File: src/hdl/sees_pkg.sv
package sees_pkg;

	// item and result field widths
	localparam int CLASS_W = 3;
	localparam int RC_W    = 40;
	localparam int W_W     = 40;
	localparam int TOL_W   = 39;
	localparam int IDX_W   = 16;
	localparam int SEEN_W  = 17;

	// bound classes
	localparam logic [CLASS_W-1:0] CLS_BASIC = 3'd0;
	localparam logic [CLASS_W-1:0] CLS_LOWER = 3'd1;
	localparam logic [CLASS_W-1:0] CLS_UPPER = 3'd2;
	localparam logic [CLASS_W-1:0] CLS_FREE  = 3'd3;

	localparam logic [W_W-1:0]    ONE_Q24    = 40'h00_0100_0000;
	localparam logic [TOL_W-1:0]  TOL_RESET  = 39'd17;
	localparam logic [SEEN_W-1:0] SEEN_MAX   = '1;

	localparam int MAX_VARS_DEF = 65536;

	// configuration port
	localparam int DATA_W = 64;
	localparam int ADDR_W = 4;
	localparam logic REG_TOLERANCE = 1'b0;

	// shared multiplier: 80-bit operand times 40-bit operand, 16 bits a cycle
	localparam int MUL_A_W = 2 * RC_W;
	localparam int MUL_B_W = W_W;
	localparam int PROD_W  = MUL_A_W + MUL_B_W;
	localparam int DIGIT_W = 16;
	localparam int DIGITS  = (MUL_B_W + DIGIT_W - 1) / DIGIT_W;
	localparam int CNT_W   = $clog2(DIGITS + 1);

	typedef enum logic [1:0] {
		OP_SQ  = 2'd0,
		OP_RHS = 2'd1,
		OP_LHS = 2'd2
	} mul_op_t;

	typedef struct packed {
		logic    load;
		logic    eval;
		logic    mul_start;
		mul_op_t op;
		logic    mul_take;
		logic    update;
		logic    emit;
	} cmd_t;

	typedef struct packed {
		logic attractive;
		logic have_best;
		logic last;
		logic mul_done;
		logic out_busy;
	} status_t;

endpackage

File: src/hdl/sees_in_if.sv
interface sees_in_if;
	import sees_pkg::*;

	logic               valid;
	logic               ready;
	logic [CLASS_W-1:0] var_class;
	logic signed [RC_W-1:0] rcost;
	logic [W_W-1:0]     edge_weight;
	logic               last_item;

	modport source (output valid, var_class, rcost, edge_weight, last_item,
		input ready);
	modport sink (input valid, var_class, rcost, edge_weight, last_item,
		output ready);
endinterface

File: src/hdl/sees_out_if.sv
interface sees_out_if;
	import sees_pkg::*;

	logic              valid;
	logic              ready;
	logic              found;
	logic [IDX_W-1:0]  entering_index;
	logic [SEEN_W-1:0] scanned_count;

	modport source (output valid, found, entering_index, scanned_count, input ready);
	modport sink (input valid, found, entering_index, scanned_count, output ready);
endinterface

File: src/hdl/sees_mul.sv
module sees_mul (
	input  logic                        clk,
	input  logic                        arst_n,
	input  logic                        start,
	input  logic [sees_pkg::MUL_A_W-1:0] a,
	input  logic [sees_pkg::MUL_B_W-1:0] b,
	output logic                        done,
	output logic [sees_pkg::PROD_W-1:0]  product
);
	import sees_pkg::*;

	localparam int BQ_W   = DIGITS * DIGIT_W;
	localparam int PART_W = MUL_A_W + DIGIT_W;

	logic [MUL_A_W-1:0] a_q;
	logic [BQ_W-1:0]    b_q;
	logic [PROD_W-1:0]  acc_q;
	logic [CNT_W-1:0]   cnt_q;
	logic               done_q;
	logic [PART_W-1:0]  part;
	logic [PROD_W-1:0]  acc_next;

	// high digit first: shift the sum left and add the next partial product
	assign part     = PART_W'(a_q) * PART_W'(b_q[BQ_W-1 -: DIGIT_W]);
	assign acc_next = {acc_q[PROD_W-DIGIT_W-1:0], DIGIT_W'(0)} + PROD_W'(part);

	always_ff @(posedge clk) begin
		if (start) begin
			a_q   <= a;
			b_q   <= BQ_W'(b);
			acc_q <= '0;
		end else if (cnt_q != '0) begin
			b_q   <= b_q << DIGIT_W;
			acc_q <= acc_next;
		end
	end

	always_ff @(posedge clk or negedge arst_n) begin
		if (!arst_n) begin
			cnt_q  <= '0;
			done_q <= 1'b0;
		end else begin
			done_q <= !start && (cnt_q == CNT_W'(1));
			if (start)
				cnt_q <= CNT_W'(DIGITS);
			else if (cnt_q != '0)
				cnt_q <= cnt_q - CNT_W'(1);
		end
	end

	assign done    = done_q;
	assign product = acc_q;
endmodule

File: src/hdl/sees_dp.sv
module sees_dp #(
	parameter int MAX_VARS = sees_pkg::MAX_VARS_DEF
) (
	input  logic                            clk,
	input  logic                            arst_n,
	input  sees_pkg::cmd_t                  cmd,
	output sees_pkg::status_t               status,
	input  logic [sees_pkg::TOL_W-1:0]      tolerance,
	input  logic [sees_pkg::CLASS_W-1:0]    var_class,
	input  logic signed [sees_pkg::RC_W-1:0] rcost,
	input  logic [sees_pkg::W_W-1:0]        edge_weight,
	input  logic                            last_item,
	output logic                            res_valid,
	input  logic                            res_ready,
	output logic                            found,
	output logic [sees_pkg::IDX_W-1:0]      entering_index,
	output logic [sees_pkg::SEEN_W-1:0]     scanned_count
);
	import sees_pkg::*;

	localparam int PW = $clog2(MAX_VARS + 1);

	// current item
	logic [CLASS_W-1:0]     cls_q;
	logic signed [RC_W-1:0] rc_q;
	logic [RC_W-1:0]        mag_q;
	logic [W_W-1:0]         w_q;
	logic                   last_q;
	logic [IDX_W-1:0]       idx_q;

	// scan state
	logic [PW-1:0]      position_q;
	logic [SEEN_W-1:0]  seen_q;
	logic               have_best_q;
	logic [IDX_W-1:0]   best_idx_q;
	logic [MUL_A_W-1:0] best_sq_q;
	logic [W_W-1:0]     best_w_q;

	// products
	logic [MUL_A_W-1:0] sq_q;
	logic [PROD_W-1:0]  lhs_q;
	logic [PROD_W-1:0]  rhs_q;

	// result register
	logic              res_valid_q;
	logic              found_q;
	logic [IDX_W-1:0]  index_q;
	logic [SEEN_W-1:0] count_q;

	logic                   in_range;
	logic [PW+IDX_W-1:0]    pos_ext;
	logic signed [RC_W:0]   rc_s;
	logic signed [RC_W:0]   tol_s;
	logic                   attr_cls;
	logic [MUL_A_W-1:0]     mul_a;
	logic [MUL_B_W-1:0]     mul_b;
	logic                   mul_done;
	logic [PROD_W-1:0]      product;

	assign in_range = position_q < PW'(MAX_VARS);
	assign pos_ext  = {{IDX_W{1'b0}}, position_q};
	assign rc_s     = (RC_W+1)'(rc_q);
	assign tol_s    = signed'({2'b00, tolerance});

	always_comb begin
		case (cls_q)
			CLS_LOWER: attr_cls = rc_s < -tol_s;
			CLS_UPPER: attr_cls = rc_s > tol_s;
			CLS_FREE:  attr_cls = {1'b0, mag_q} > {2'b00, tolerance};
			default:   attr_cls = 1'b0;
		endcase
	end

	always_comb begin
		case (cmd.op)
			OP_SQ: begin
				mul_a = MUL_A_W'(mag_q);
				mul_b = mag_q;
			end
			OP_RHS: begin
				mul_a = best_sq_q;
				mul_b = w_q;
			end
			OP_LHS: begin
				mul_a = sq_q;
				mul_b = best_w_q;
			end
			default: begin
				mul_a = '0;
				mul_b = '0;
			end
		endcase
	end

	sees_mul u_mul (
		.clk     (clk),
		.arst_n  (arst_n),
		.start   (cmd.mul_start),
		.a       (mul_a),
		.b       (mul_b),
		.done    (mul_done),
		.product (product)
	);

	// payload registers
	always_ff @(posedge clk) begin
		if (cmd.load) begin
			cls_q  <= var_class;
			rc_q   <= rcost;
			mag_q  <= rcost[RC_W-1] ? RC_W'(-rcost) : rcost;
			w_q    <= (edge_weight == '0) ? ONE_Q24 : edge_weight;
			last_q <= last_item;
		end
		if (cmd.eval)
			idx_q <= pos_ext[IDX_W-1:0];
		if (cmd.mul_take) begin
			case (cmd.op)
				OP_SQ:   sq_q  <= product[MUL_A_W-1:0];
				OP_RHS:  rhs_q <= product;
				OP_LHS:  lhs_q <= product;
				default: sq_q  <= sq_q;
			endcase
		end
		if (cmd.update && (!have_best_q || lhs_q > rhs_q)) begin
			best_idx_q <= idx_q;
			best_sq_q  <= sq_q;
			best_w_q   <= w_q;
		end
		if (cmd.emit) begin
			found_q <= have_best_q;
			index_q <= have_best_q ? best_idx_q : '0;
			count_q <= seen_q;
		end
	end

	// scan state and result valid
	always_ff @(posedge clk or negedge arst_n) begin
		if (!arst_n) begin
			position_q  <= '0;
			seen_q      <= '0;
			have_best_q <= 1'b0;
			res_valid_q <= 1'b0;
		end else begin
			if (cmd.eval) begin
				if (in_range)
					position_q <= position_q + PW'(1);
				if (in_range && cls_q != CLS_BASIC && seen_q != SEEN_MAX)
					seen_q <= seen_q + SEEN_W'(1);
			end
			if (cmd.update)
				have_best_q <= 1'b1;
			if (cmd.emit) begin
				position_q  <= '0;
				seen_q      <= '0;
				have_best_q <= 1'b0;
				res_valid_q <= 1'b1;
			end else if (res_ready) begin
				res_valid_q <= 1'b0;
			end
		end
	end

	assign status.attractive = in_range && attr_cls;
	assign status.have_best  = have_best_q;
	assign status.last       = last_q;
	assign status.mul_done   = mul_done;
	assign status.out_busy   = res_valid_q && !res_ready;

	assign res_valid      = res_valid_q;
	assign found          = found_q;
	assign entering_index = index_q;
	assign scanned_count  = count_q;
endmodule

File: src/hdl/sees_ctrl.sv
module sees_ctrl (
	input  logic              clk,
	input  logic              arst_n,
	input  logic              item_valid,
	output logic              item_ready,
	input  sees_pkg::status_t status,
	output sees_pkg::cmd_t    cmd
);
	import sees_pkg::*;

	typedef enum logic [5:0] {
		S_IDLE   = 6'b000001,
		S_EVAL   = 6'b000010,
		S_MSTART = 6'b000100,
		S_MWAIT  = 6'b001000,
		S_CMP    = 6'b010000,
		S_EMIT   = 6'b100000
	} state_t;

	state_t  state_q, state_d;
	mul_op_t op_q, op_d;

	always_comb begin
		state_d       = state_q;
		op_d          = op_q;
		cmd           = '0;
		cmd.op        = op_q;
		item_ready    = 1'b0;
		case (state_q)
			S_IDLE: begin
				item_ready = 1'b1;
				if (item_valid) begin
					cmd.load = 1'b1;
					state_d  = S_EVAL;
				end
			end
			S_EVAL: begin
				cmd.eval = 1'b1;
				if (status.attractive) begin
					op_d    = OP_SQ;
					state_d = S_MSTART;
				end else if (status.last) begin
					state_d = S_EMIT;
				end else begin
					state_d = S_IDLE;
				end
			end
			S_MSTART: begin
				cmd.mul_start = 1'b1;
				state_d       = S_MWAIT;
			end
			S_MWAIT: begin
				if (status.mul_done) begin
					cmd.mul_take = 1'b1;
					case (op_q)
						OP_SQ: begin
							if (status.have_best) begin
								op_d    = OP_RHS;
								state_d = S_MSTART;
							end else begin
								state_d = S_CMP;
							end
						end
						OP_RHS: begin
							op_d    = OP_LHS;
							state_d = S_MSTART;
						end
						default: state_d = S_CMP;
					endcase
				end
			end
			S_CMP: begin
				cmd.update = 1'b1;
				state_d    = status.last ? S_EMIT : S_IDLE;
			end
			S_EMIT: begin
				if (!status.out_busy) begin
					cmd.emit = 1'b1;
					state_d  = S_IDLE;
				end
			end
			default: state_d = S_IDLE;
		endcase
	end

	always_ff @(posedge clk or negedge arst_n) begin
		if (!arst_n) begin
			state_q <= S_IDLE;
			op_q    <= OP_SQ;
		end else begin
			state_q <= state_d;
			op_q    <= op_d;
		end
	end
endmodule

File: src/hdl/steepest_edge_entering_select.sv
// channel   dir  handshake        payload
// item      in   valid / ready    var_class, rcost, edge_weight, last_item
// result    out  valid / ready    found, entering_index, scanned_count
// apb       in   psel / penable   tolerance at byte address 0, 64-bit data
//
// an item that is basic or not attractive is only loaded and evaluated
// an attractive item runs one product when the scan holds no leader yet, else three:
// the 80x16 multiplier computes each product in turn (square, then two cross products)
// the last item of a scan then also loads the result register
// the block waits before that load while an earlier result is still not taken
// reset clears the scan and sets tolerance to 17; no clearing pass is needed
module steepest_edge_entering_select #(
	parameter int MAX_VARS = sees_pkg::MAX_VARS_DEF
) (
	input  logic                         clk,
	input  logic                         arst_n,
	input  logic                         psel,
	input  logic                         penable,
	input  logic                         pwrite,
	input  logic [sees_pkg::ADDR_W-1:0]  paddr,
	input  logic [sees_pkg::DATA_W-1:0]  pwdata,
	output logic [sees_pkg::DATA_W-1:0]  prdata,
	output logic                         pready,
	sees_in_if.sink                      item,
	sees_out_if.source                   result
);
	import sees_pkg::*;

	// tolerance register, one 8-byte slot; only the slot bit is decoded
	logic [TOL_W-1:0] tol_q;
	logic             reg_hit;
	logic             reg_wr;

	// controller to datapath
	cmd_t    cmd;
	status_t status;

	assign reg_hit = paddr[ADDR_W-1] == REG_TOLERANCE;
	assign reg_wr  = psel && penable && pwrite && reg_hit;
	assign pready  = 1'b1;
	assign prdata  = reg_hit ? DATA_W'(tol_q) : '0;

	always_ff @(posedge clk or negedge arst_n) begin
		if (!arst_n)
			tol_q <= TOL_RESET;
		else if (reg_wr)
			tol_q <= pwdata[TOL_W-1:0];
	end

	// sequencer: accepts items, runs the multiplier, loads the result
	sees_ctrl u_ctrl (
		.clk        (clk),
		.arst_n     (arst_n),
		.item_valid (item.valid),
		.item_ready (item.ready),
		.status     (status),
		.cmd        (cmd)
	);

	// scan state, leader, products and result register
	sees_dp #(
		.MAX_VARS (MAX_VARS)
	) u_dp (
		.clk            (clk),
		.arst_n         (arst_n),
		.cmd            (cmd),
		.status         (status),
		.tolerance      (tol_q),
		.var_class      (item.var_class),
		.rcost          (item.rcost),
		.edge_weight    (item.edge_weight),
		.last_item      (item.last_item),
		.res_valid      (result.valid),
		.res_ready      (result.ready),
		.found          (result.found),
		.entering_index (result.entering_index),
		.scanned_count  (result.scanned_count)
	);
endmodule

File: src/flat_wrapper.sv
// flat-port wrapper written by rule: the top's interface ports become plain ports
module steepest_edge_entering_select_flat import sees_pkg::*;
#(
	parameter int MAX_VARS = sees_pkg::MAX_VARS_DEF
)
  (clk, arst_n, psel, penable, pwrite, paddr, pwdata, prdata, pready, item_valid, item_var_class, item_rcost, item_edge_weight, item_last_item, item_ready, result_valid, result_found, result_entering_index, result_scanned_count, result_ready);
  sees_in_if item_i ();
  sees_out_if result_i ();
  input  logic clk;
  input  logic arst_n;
  input  logic psel;
  input  logic penable;
  input  logic pwrite;
  input  logic [sees_pkg::ADDR_W-1:0] paddr;
  input  logic [sees_pkg::DATA_W-1:0] pwdata;
  output logic [sees_pkg::DATA_W-1:0] prdata;
  output logic pready;
  input wire logic [$bits(item_i.valid)-1:0] item_valid;
  input wire logic [$bits(item_i.var_class)-1:0] item_var_class;
  input wire logic [$bits(item_i.rcost)-1:0] item_rcost;
  input wire logic [$bits(item_i.edge_weight)-1:0] item_edge_weight;
  input wire logic [$bits(item_i.last_item)-1:0] item_last_item;
  output wire logic [$bits(item_i.ready)-1:0] item_ready;
  output wire logic [$bits(result_i.valid)-1:0] result_valid;
  output wire logic [$bits(result_i.found)-1:0] result_found;
  output wire logic [$bits(result_i.entering_index)-1:0] result_entering_index;
  output wire logic [$bits(result_i.scanned_count)-1:0] result_scanned_count;
  input wire logic [$bits(result_i.ready)-1:0] result_ready;
  assign item_i.valid = item_valid;
  assign item_i.var_class = item_var_class;
  assign item_i.rcost = item_rcost;
  assign item_i.edge_weight = item_edge_weight;
  assign item_i.last_item = item_last_item;
  assign item_ready = item_i.ready;
  assign result_valid = result_i.valid;
  assign result_found = result_i.found;
  assign result_entering_index = result_i.entering_index;
  assign result_scanned_count = result_i.scanned_count;
  assign result_i.ready = result_ready;
  steepest_edge_entering_select #(.MAX_VARS(MAX_VARS)) u_core (.clk(clk), .arst_n(arst_n), .psel(psel), .penable(penable), .pwrite(pwrite), .paddr(paddr), .pwdata(pwdata), .prdata(prdata), .pready(pready), .item(item_i), .result(result_i));
endmodule
File: config.mk
export PLATFORM = sky130hd
export DESIGN_NAME = steepest_edge_entering_select_flat
export DESIGN_NICKNAME = d
export VERILOG_FILES = /design/src/hdl/sees_pkg.sv /design/src/hdl/sees_in_if.sv /design/src/hdl/sees_out_if.sv /design/src/hdl/sees_mul.sv /design/src/hdl/sees_dp.sv /design/src/hdl/sees_ctrl.sv /design/src/hdl/steepest_edge_entering_select.sv /design/src/flat_wrapper.sv
export SDC_FILE = /design/constraint.sdc
export NUM_CORES = 2
export LEC_CHECK = 0
export BUFFER_PORTS_ARGS = -buffer_cell sky130_fd_sc_hd__buf_4
export CAP_MARGIN = 40
export CELL_PAD_IN_SITES_DETAIL_PLACEMENT = 2
export CELL_PAD_IN_SITES_GLOBAL_PLACEMENT = 2
export CORE_MARGIN = 4
export CORE_UTILIZATION = 30
export CTS_BUF_LIST = sky130_fd_sc_hd__clkbuf_16
export DETAILED_ROUTE_END_ITERATION = 8
export PLACE_DENSITY = 0.66
export SYNTH_ARGS = -nofsm -noshare
export SYNTH_HDL_FRONTEND = slang
export SYNTH_SLANG_ARGS = --single-unit
File: constraint.sdc
create_clock -name clk -period 30 [get_ports clk]
set_input_delay 4.5 -clock clk [delete_from_list [all_inputs] [get_ports clk]]
set_output_delay 4.5 -clock clk [all_outputs]
set_load 0.05 [all_outputs]
==> Yosys cells after proc, flatten, opt, wreduce, memory -nomap -nowiden <==
Index checks and enable logic that the tools add are counted.
{ "op_classes": {"n_addsub": 6, "n_mul": 1, "n_div": 0, "magnitude_cmp": 5, "eq_ne": 19, "n_shift": 0, "mux": 42, "n_bitwise": 1, "n_reduce_logical": 31} }
{ "ops": {"columns": ["cell", "n"], "rows": [
  ["$pmux 80 s3", 1],
  ["$add 120x96->120", 1],
  ["$gt 120x120->1", 1],
  ["$pmux 40 s3", 1],
  ["$mux 17", 6],
  ["$mul 80x16->96", 1],
  ["$mux 40", 2],
  ["$mux 39", 2],
  ["$lt 40x41->1", 1],
  ["$neg 39->41", 1],
  ["$gt 40x39->1", 1],
  ["$gt 40x40->1", 1],
  ["$logic_not 40->1", 1],
  ["$neg 40->40", 1],
  ["$pmux 6 s6", 1],
  ["$add 17x1->17 const B", 2],
  ["$mux 6", 5],
  ["$lt 17x17->1 const B", 1],
  ["$ne 17x17->1 const B", 1],
  ["$reduce_bool 2->1", 8],
  ["$mux 1", 14],
  ["$mux 2", 5],
  ["$pmux 5 s2", 1],
  ["$reduce_and 2->1", 5],
  ["26 further kinds", 41]
]} }
{ "word_totals": {"register_bits": 964, "latchBits": 0, "mem_bits_rw": 0, "romBits": 0, "input_bits": 159, "output_inout_bits": 101, "elab_cells": 134, "memories": 0} }

==> Logic depth before layout (Yosys ltp) <==
{ "depth": {"depth_word": 6, "ltp_mapped": 27, "mapped_depth_nobuf": 25} }

==> Cells and area by module <==
From an unflattened synthesis, not the netlist that was laid out.
{ "hier_totals": {"cells_unflattened": 8217, "hier_area_um2": 83926.7} }
{ "modules_own_cells": {"columns": ["module", "instances", "cells_each", "area_each_um2", "seq_area_each_um2"], "rows": [
  ["sees_mul", 1, 5801, 51506.9, 6241.0],
  ["sees_dp", 1, 2212, 29967.5, 19789.0],
  ["steepest_edge_entering_select", 1, 154, 1974.4, 978.4],
  ["sees_ctrl", 1, 50, 478.0, 201.4]
]} }

==> Least setup slack after synthesis <==
OpenSTA, ideal clock, no wires.
{ "synth_path": {"kind": "reg-to-reg", "from": "register u_core.u_ctrl.op_q[1]", "to": "register u_core.u_dp.lhs_q[0], enable pin", "setup_ns": 0.771, "arrival_ns": 10.171, "required_time_ns": 29.229, "path_slack_ns": 19.058, "stages_incl_launch_ff": 6, "n_path_buf": 4, "period_less_slack_ns": 10.942, "path_cell_list": "dfrtp_1 clkbuf_1 buf_1 clkbuf_1 clkbuf_1 nor3b_1"} }
{ "synth_between": {"elab_chain_cells": 2} }
{ "synth_lines": {"columns": ["item", "line_no", "text"], "rows": [
  ["start, declared", "sees_ctrl.sv:21", "mul_op_t op_q, op_d;"],
  ["start signal, assigned", "sees_ctrl.sv:92", "op_q <= op_d;"],
  ["$eq 2x2->1", "sees_dp.sv:117", "case (cmd.op)"],
  ["$reduce_and 2->1 (no line)", null, null],
  ["end signal, assigned", "sees_dp.sv:120", "OP_LHS: lhs_q <= product;"],
  ["end, declared", "sees_dp.sv:41", "logic [PROD_W-1:0] lhs_q;"]
]} }
Every way passes these cells.
A chain may end at the register's enable or synchronous reset.

==> Worst setup path after layout <==
{ "layout_path": {"from": "input port paddr[3] in the netlist's numbering", "to": "output port prdata[9] in the netlist's numbering"} }
{ "layout_between": {"elab_chain_cells": 1} }
{ "layout_lines": {"columns": ["item", "line_no", "text"], "rows": [
  ["start, declared", "flat_wrapper.sv:14", "input logic [sees_pkg::ADDR_W-1:0] paddr;"],
  ["$mux 39", "steepest_edge_entering_select.sv:41", "assign prdata = reg_hit ? DATA_W'(tol_q) : '0;"],
  ["end, declared", "flat_wrapper.sv:16", "output logic [sees_pkg::DATA_W-1:0] prdata;"]
]} }
Every way passes these cells.

==> key figures <==
Critical path
  • Crit end category: output pin
  • Cell depth of the worst flop-to-flop path: 25
  • Launch point of the critical path: paddr[3]
  • Worst endpoint data arrival time: 5.15 ns
  • Kind of start point of the critical path: input port
  • Start-to-end type of the worst setup path: input port to output pin
  • Required time of the critical path: 25.50 ns
  • RR Startpoint: u_core.u_dp.u_mul.b_q[44]
  • Internal reg-to-reg setup slack: 20.69 ns
  • Maximum fanout count along the critical path: 40
  • End of the worst register-to-register path: u_core.u_dp.u_mul.product[108]

Synth
  • Proportion of synthesized flip-flops having asynchronous set or reset: 8.93%
  • Mean cell area of the mapped netlist: 10.1 um2
  • Portion of the post-synthesis area used by sequential elements: 32.5%
  • Synth Cell Area: 83700 um2
  • Gate Count Post-Synth: 8300
  • Top flip-flop cell by instance count after synthesis: sky130_fd_sc_hd__edfxtp_1
  • Number of synthesized flops with an enable pin: 749
  • Number of synthesized register bits: 963
  • Library cells used by synthesis: 80
  • Number of warnings reported in the yosys synthesis log: 0

Timing
  • Count of endpoints failing setup in the final report: 0
  • Min Clock Period, post-route: 9.65 ns
  • Max-slew violation total from the final report: 0
  • Worst Tran Pin Value: 0.974 ns
  • Worst rel slew slack: 35.1%
  • Final Cycle Share: 32.2%
  • RSZ-0062 raised after global routing: no
  • Skew final: 0.0700 ns
  • Fin. Hold Viols: 0
  • Highest Clock Rate: 104 MHz
  • Final-layout setup total negative slack: 0 ns

Place
  • Cells after DPL: 11900
  • Post-DP HPWL: 220 mm
  • Routability Congestion: 0.867
  • Port Buffer Count: 205
  • Placement Cell Area: 89700 um2

Floorplanning
  • Std-Cell Core Area: 277000 um2
  • Initial core utilization: 30.2%
  • Die ar.: 288000 um2
  • Cell Rows: 193
  • Top-level port count: 260
  • Die extent in y: 536 um
  • Die Span X: 536 um

Detailed routing
  • Sum of routed wire length over all layers: 285 mm
  • Remaining design rule violation count: 0
  • First drt pass iteration count: 5
  • Initial DRC Count: 3041
  • Routed vias: 59300
  • Antenna-violating nets left: 0
  • Average via count per standard cell: 4.89
  • Routed wire length per instance: 23.5 um

Global routing
  • Vias in the first global route: 69600
  • Global-route wire length before repair: 435 mm
  • Overall overflow remaining after global route: 0
  • Largest net degree at the start of global routing: 81
  • Initial antenna violation count: 12
  • Overall routing resource usage: 19.8%

Hold path
  • Path type of the worst min-delay path: register to register
  • Hold Path Depth: 0
  • Hold endpoint: u_core.u_dp.best_idx_q[0]
  • Hold path start: u_core.u_dp.idx_q[0]

Final layout
  • Fin cells: 12100
  • Fraction of final layout cells sized beyond drive strength 1: 6.95%
  • Most common library cell in the layout ignoring fill and taps: sky130_fd_sc_hd__inv_1
  • Layout overhead on the synthesized area: 11.4%
  • Filler Cell Count: 30100
  • Final-stage net count: 10100
  • Most frequent cells in the layout: 1639 x sky130_fd_sc_hd__inv_1, 1170 x sky130_fd_sc_hd__fa_1, 1145 x sky130_fd_sc_hd__nand2_1
  • Area of all placed cells without fillers: 93300 um2

CTS
  • Root buffer cell: sky130_fd_sc_hd__clkbuf_16
  • TritonCTS clock tree: done
  • Worst-skew pair later-pin latency: 0.74 ns
  • Number of buffers inserted by hold repair at cts: 0
  • Post-CTS clock slew at the launch and capture registers of the worst setup and hold paths: 0.06 ns
  • Clock Path Buffers: 3
  • H-tree lvl count: 3
  • CTS buffer count: 106
  • Post-CTS repair timing setup buffer count: 0
  • Number of resized instances in the post-cts repair step: 0
  • Number of sinks handled by clock tree synthesis: 963

Flow run
  • Maximum capacitance violations: 0

Status
  • Outcome: completed
cell families after synthesis:
| kind of cell | after synthesis | synth area share, % |
|---|---|---|
| other | 2 | 0.00897 |
| DFF | 963 | 32.5 |
| AOI/OAI and AO/OA | 1011 | 7.33 |
| muxes | 64 | 0.825 |
| and+or+nand+nor | 2397 | 13.5 |
| buffers and inverters | 2061 | 9.36 |
| adders and majority gates | 1598 | 34.4 |
| xor gates and xnor gates | 204 | 2.13 |
per-stage QoR:
step                      setup slack, ns  util [%]  hold slack [ns]
after global placement              20.02      32.1            0.403
after detailed placement            20.33      32.4            0.407
final                               20.35      33.6            0.416
after floorplan                     19.06         -            0.400
after CTS                           20.33      33.6            0.411
after global routing                20.27      33.6            0.422
area by class of cell:
type	instances	area (um2)	area share, %
repair buffers	336	2970	3.19
diodes	5	12.5	0.0134
well taps	3705	4640	4.97
clock inverters	96	852	0.914
clock buffers	106	2650	2.84
multi-input cells	5300	48800	52.4
flip-flops and latches	963	27200	29.2
inverters	1619	6080	6.52
metal layers:
layer  wire, um  track usage [%]  part of all wire [%]
met4       8290             5.67                   2.9
met5         38                0                 0.013
met3      13000             2.95                   4.6
met2     137000             33.6                    48
met1     127000             26.3                    44
worst max-delay path by stage:
| stage | end | slack [ns] | cells past startpoint |
|---|---|---|---|
| 5_1_grt | prdata[34] | 20.27 | 3 |
| 6_report | prdata[9] | 20.35 | 3 |
| 2_1_floorplan | u_core.u_dp.lhs_q[0] | 19.06 | 5 |
| 3_3_place_gp | u_core.u_dp.u_mul.product[79] | 20.02 | 22 |
| 4_1_cts | prdata[26] | 20.33 | 3 |
| 3_5_place_dp | prdata[26] | 20.33 | 3 |
registers in the layout (all words and copies together) (netlist names), 40 cells and up:
signal,flops
u_core.u_dp.best_sq_q,80
u_core.u_dp.best_w_q,40
u_core.u_dp.lhs_q,120
u_core.u_dp.rc_q,40
u_core.u_dp.rhs_q,120
u_core.u_dp.sq_q,80
u_core.u_dp.u_mul.a_q,80
u_core.u_dp.u_mul.b_q,48
u_core.u_dp.u_mul.product,120
u_core.u_dp.w_q,40
critical path, stage by stage:
cell and delay (ns):
sky130_fd_sc_hd__buf_4 0.33, sky130_fd_sc_hd__nor2_1 0.10, sky130_fd_sc_hd__buf_4 0.20
synthesized netlist by cell type, types with 9 or more instances:
master	n	area share (%)
sky130_fd_sc_hd__a211oi_1	20	0.18
sky130_fd_sc_hd__a21o_1	112	1.0
sky130_fd_sc_hd__a21oi_1	377	2.3
sky130_fd_sc_hd__a221oi_1	12	0.13
sky130_fd_sc_hd__a22o_1	41	0.43
sky130_fd_sc_hd__a31oi_1	16	0.12
sky130_fd_sc_hd__and2_1	455	3.4
sky130_fd_sc_hd__and3_1	24	0.18
sky130_fd_sc_hd__buf_1	26	0.12
sky130_fd_sc_hd__buf_4	26	0.23
sky130_fd_sc_hd__clkbuf_1	390	1.7
sky130_fd_sc_hd__dfrtp_1	83	2.5
sky130_fd_sc_hd__dfxtp_1	128	3.1
sky130_fd_sc_hd__edfxtp_1	749	27
sky130_fd_sc_hd__fa_1	1170	28
sky130_fd_sc_hd__ha_1	428	6.4
sky130_fd_sc_hd__inv_1	1619	7.3
sky130_fd_sc_hd__mux2_2	40	0.54
sky130_fd_sc_hd__mux2i_1	24	0.29
sky130_fd_sc_hd__nand2_1	1146	5.1
sky130_fd_sc_hd__nand2b_1	26	0.19
sky130_fd_sc_hd__nand3_1	56	0.33
sky130_fd_sc_hd__nand4_1	102	0.76
sky130_fd_sc_hd__nor2_1	340	1.5
sky130_fd_sc_hd__nor2b_1	72	0.54
sky130_fd_sc_hd__nor3_1	60	0.36
sky130_fd_sc_hd__nor3b_1	9	0.081
sky130_fd_sc_hd__nor4_1	32	0.24
sky130_fd_sc_hd__o211ai_1	14	0.13
sky130_fd_sc_hd__o21a_1	34	0.30
sky130_fd_sc_hd__o21ai_0	253	1.5
sky130_fd_sc_hd__o21bai_1	26	0.23
sky130_fd_sc_hd__o22ai_1	21	0.16
sky130_fd_sc_hd__o31ai_1	20	0.18
sky130_fd_sc_hd__or3_1	22	0.16
sky130_fd_sc_hd__or4_1	9	0.081
sky130_fd_sc_hd__xnor2_1	133	1.4
sky130_fd_sc_hd__xor2_1	71	0.74
Power is not shown: default switching activity piles up to over one toggle a cycle in this logic, so the estimate is an artifact.
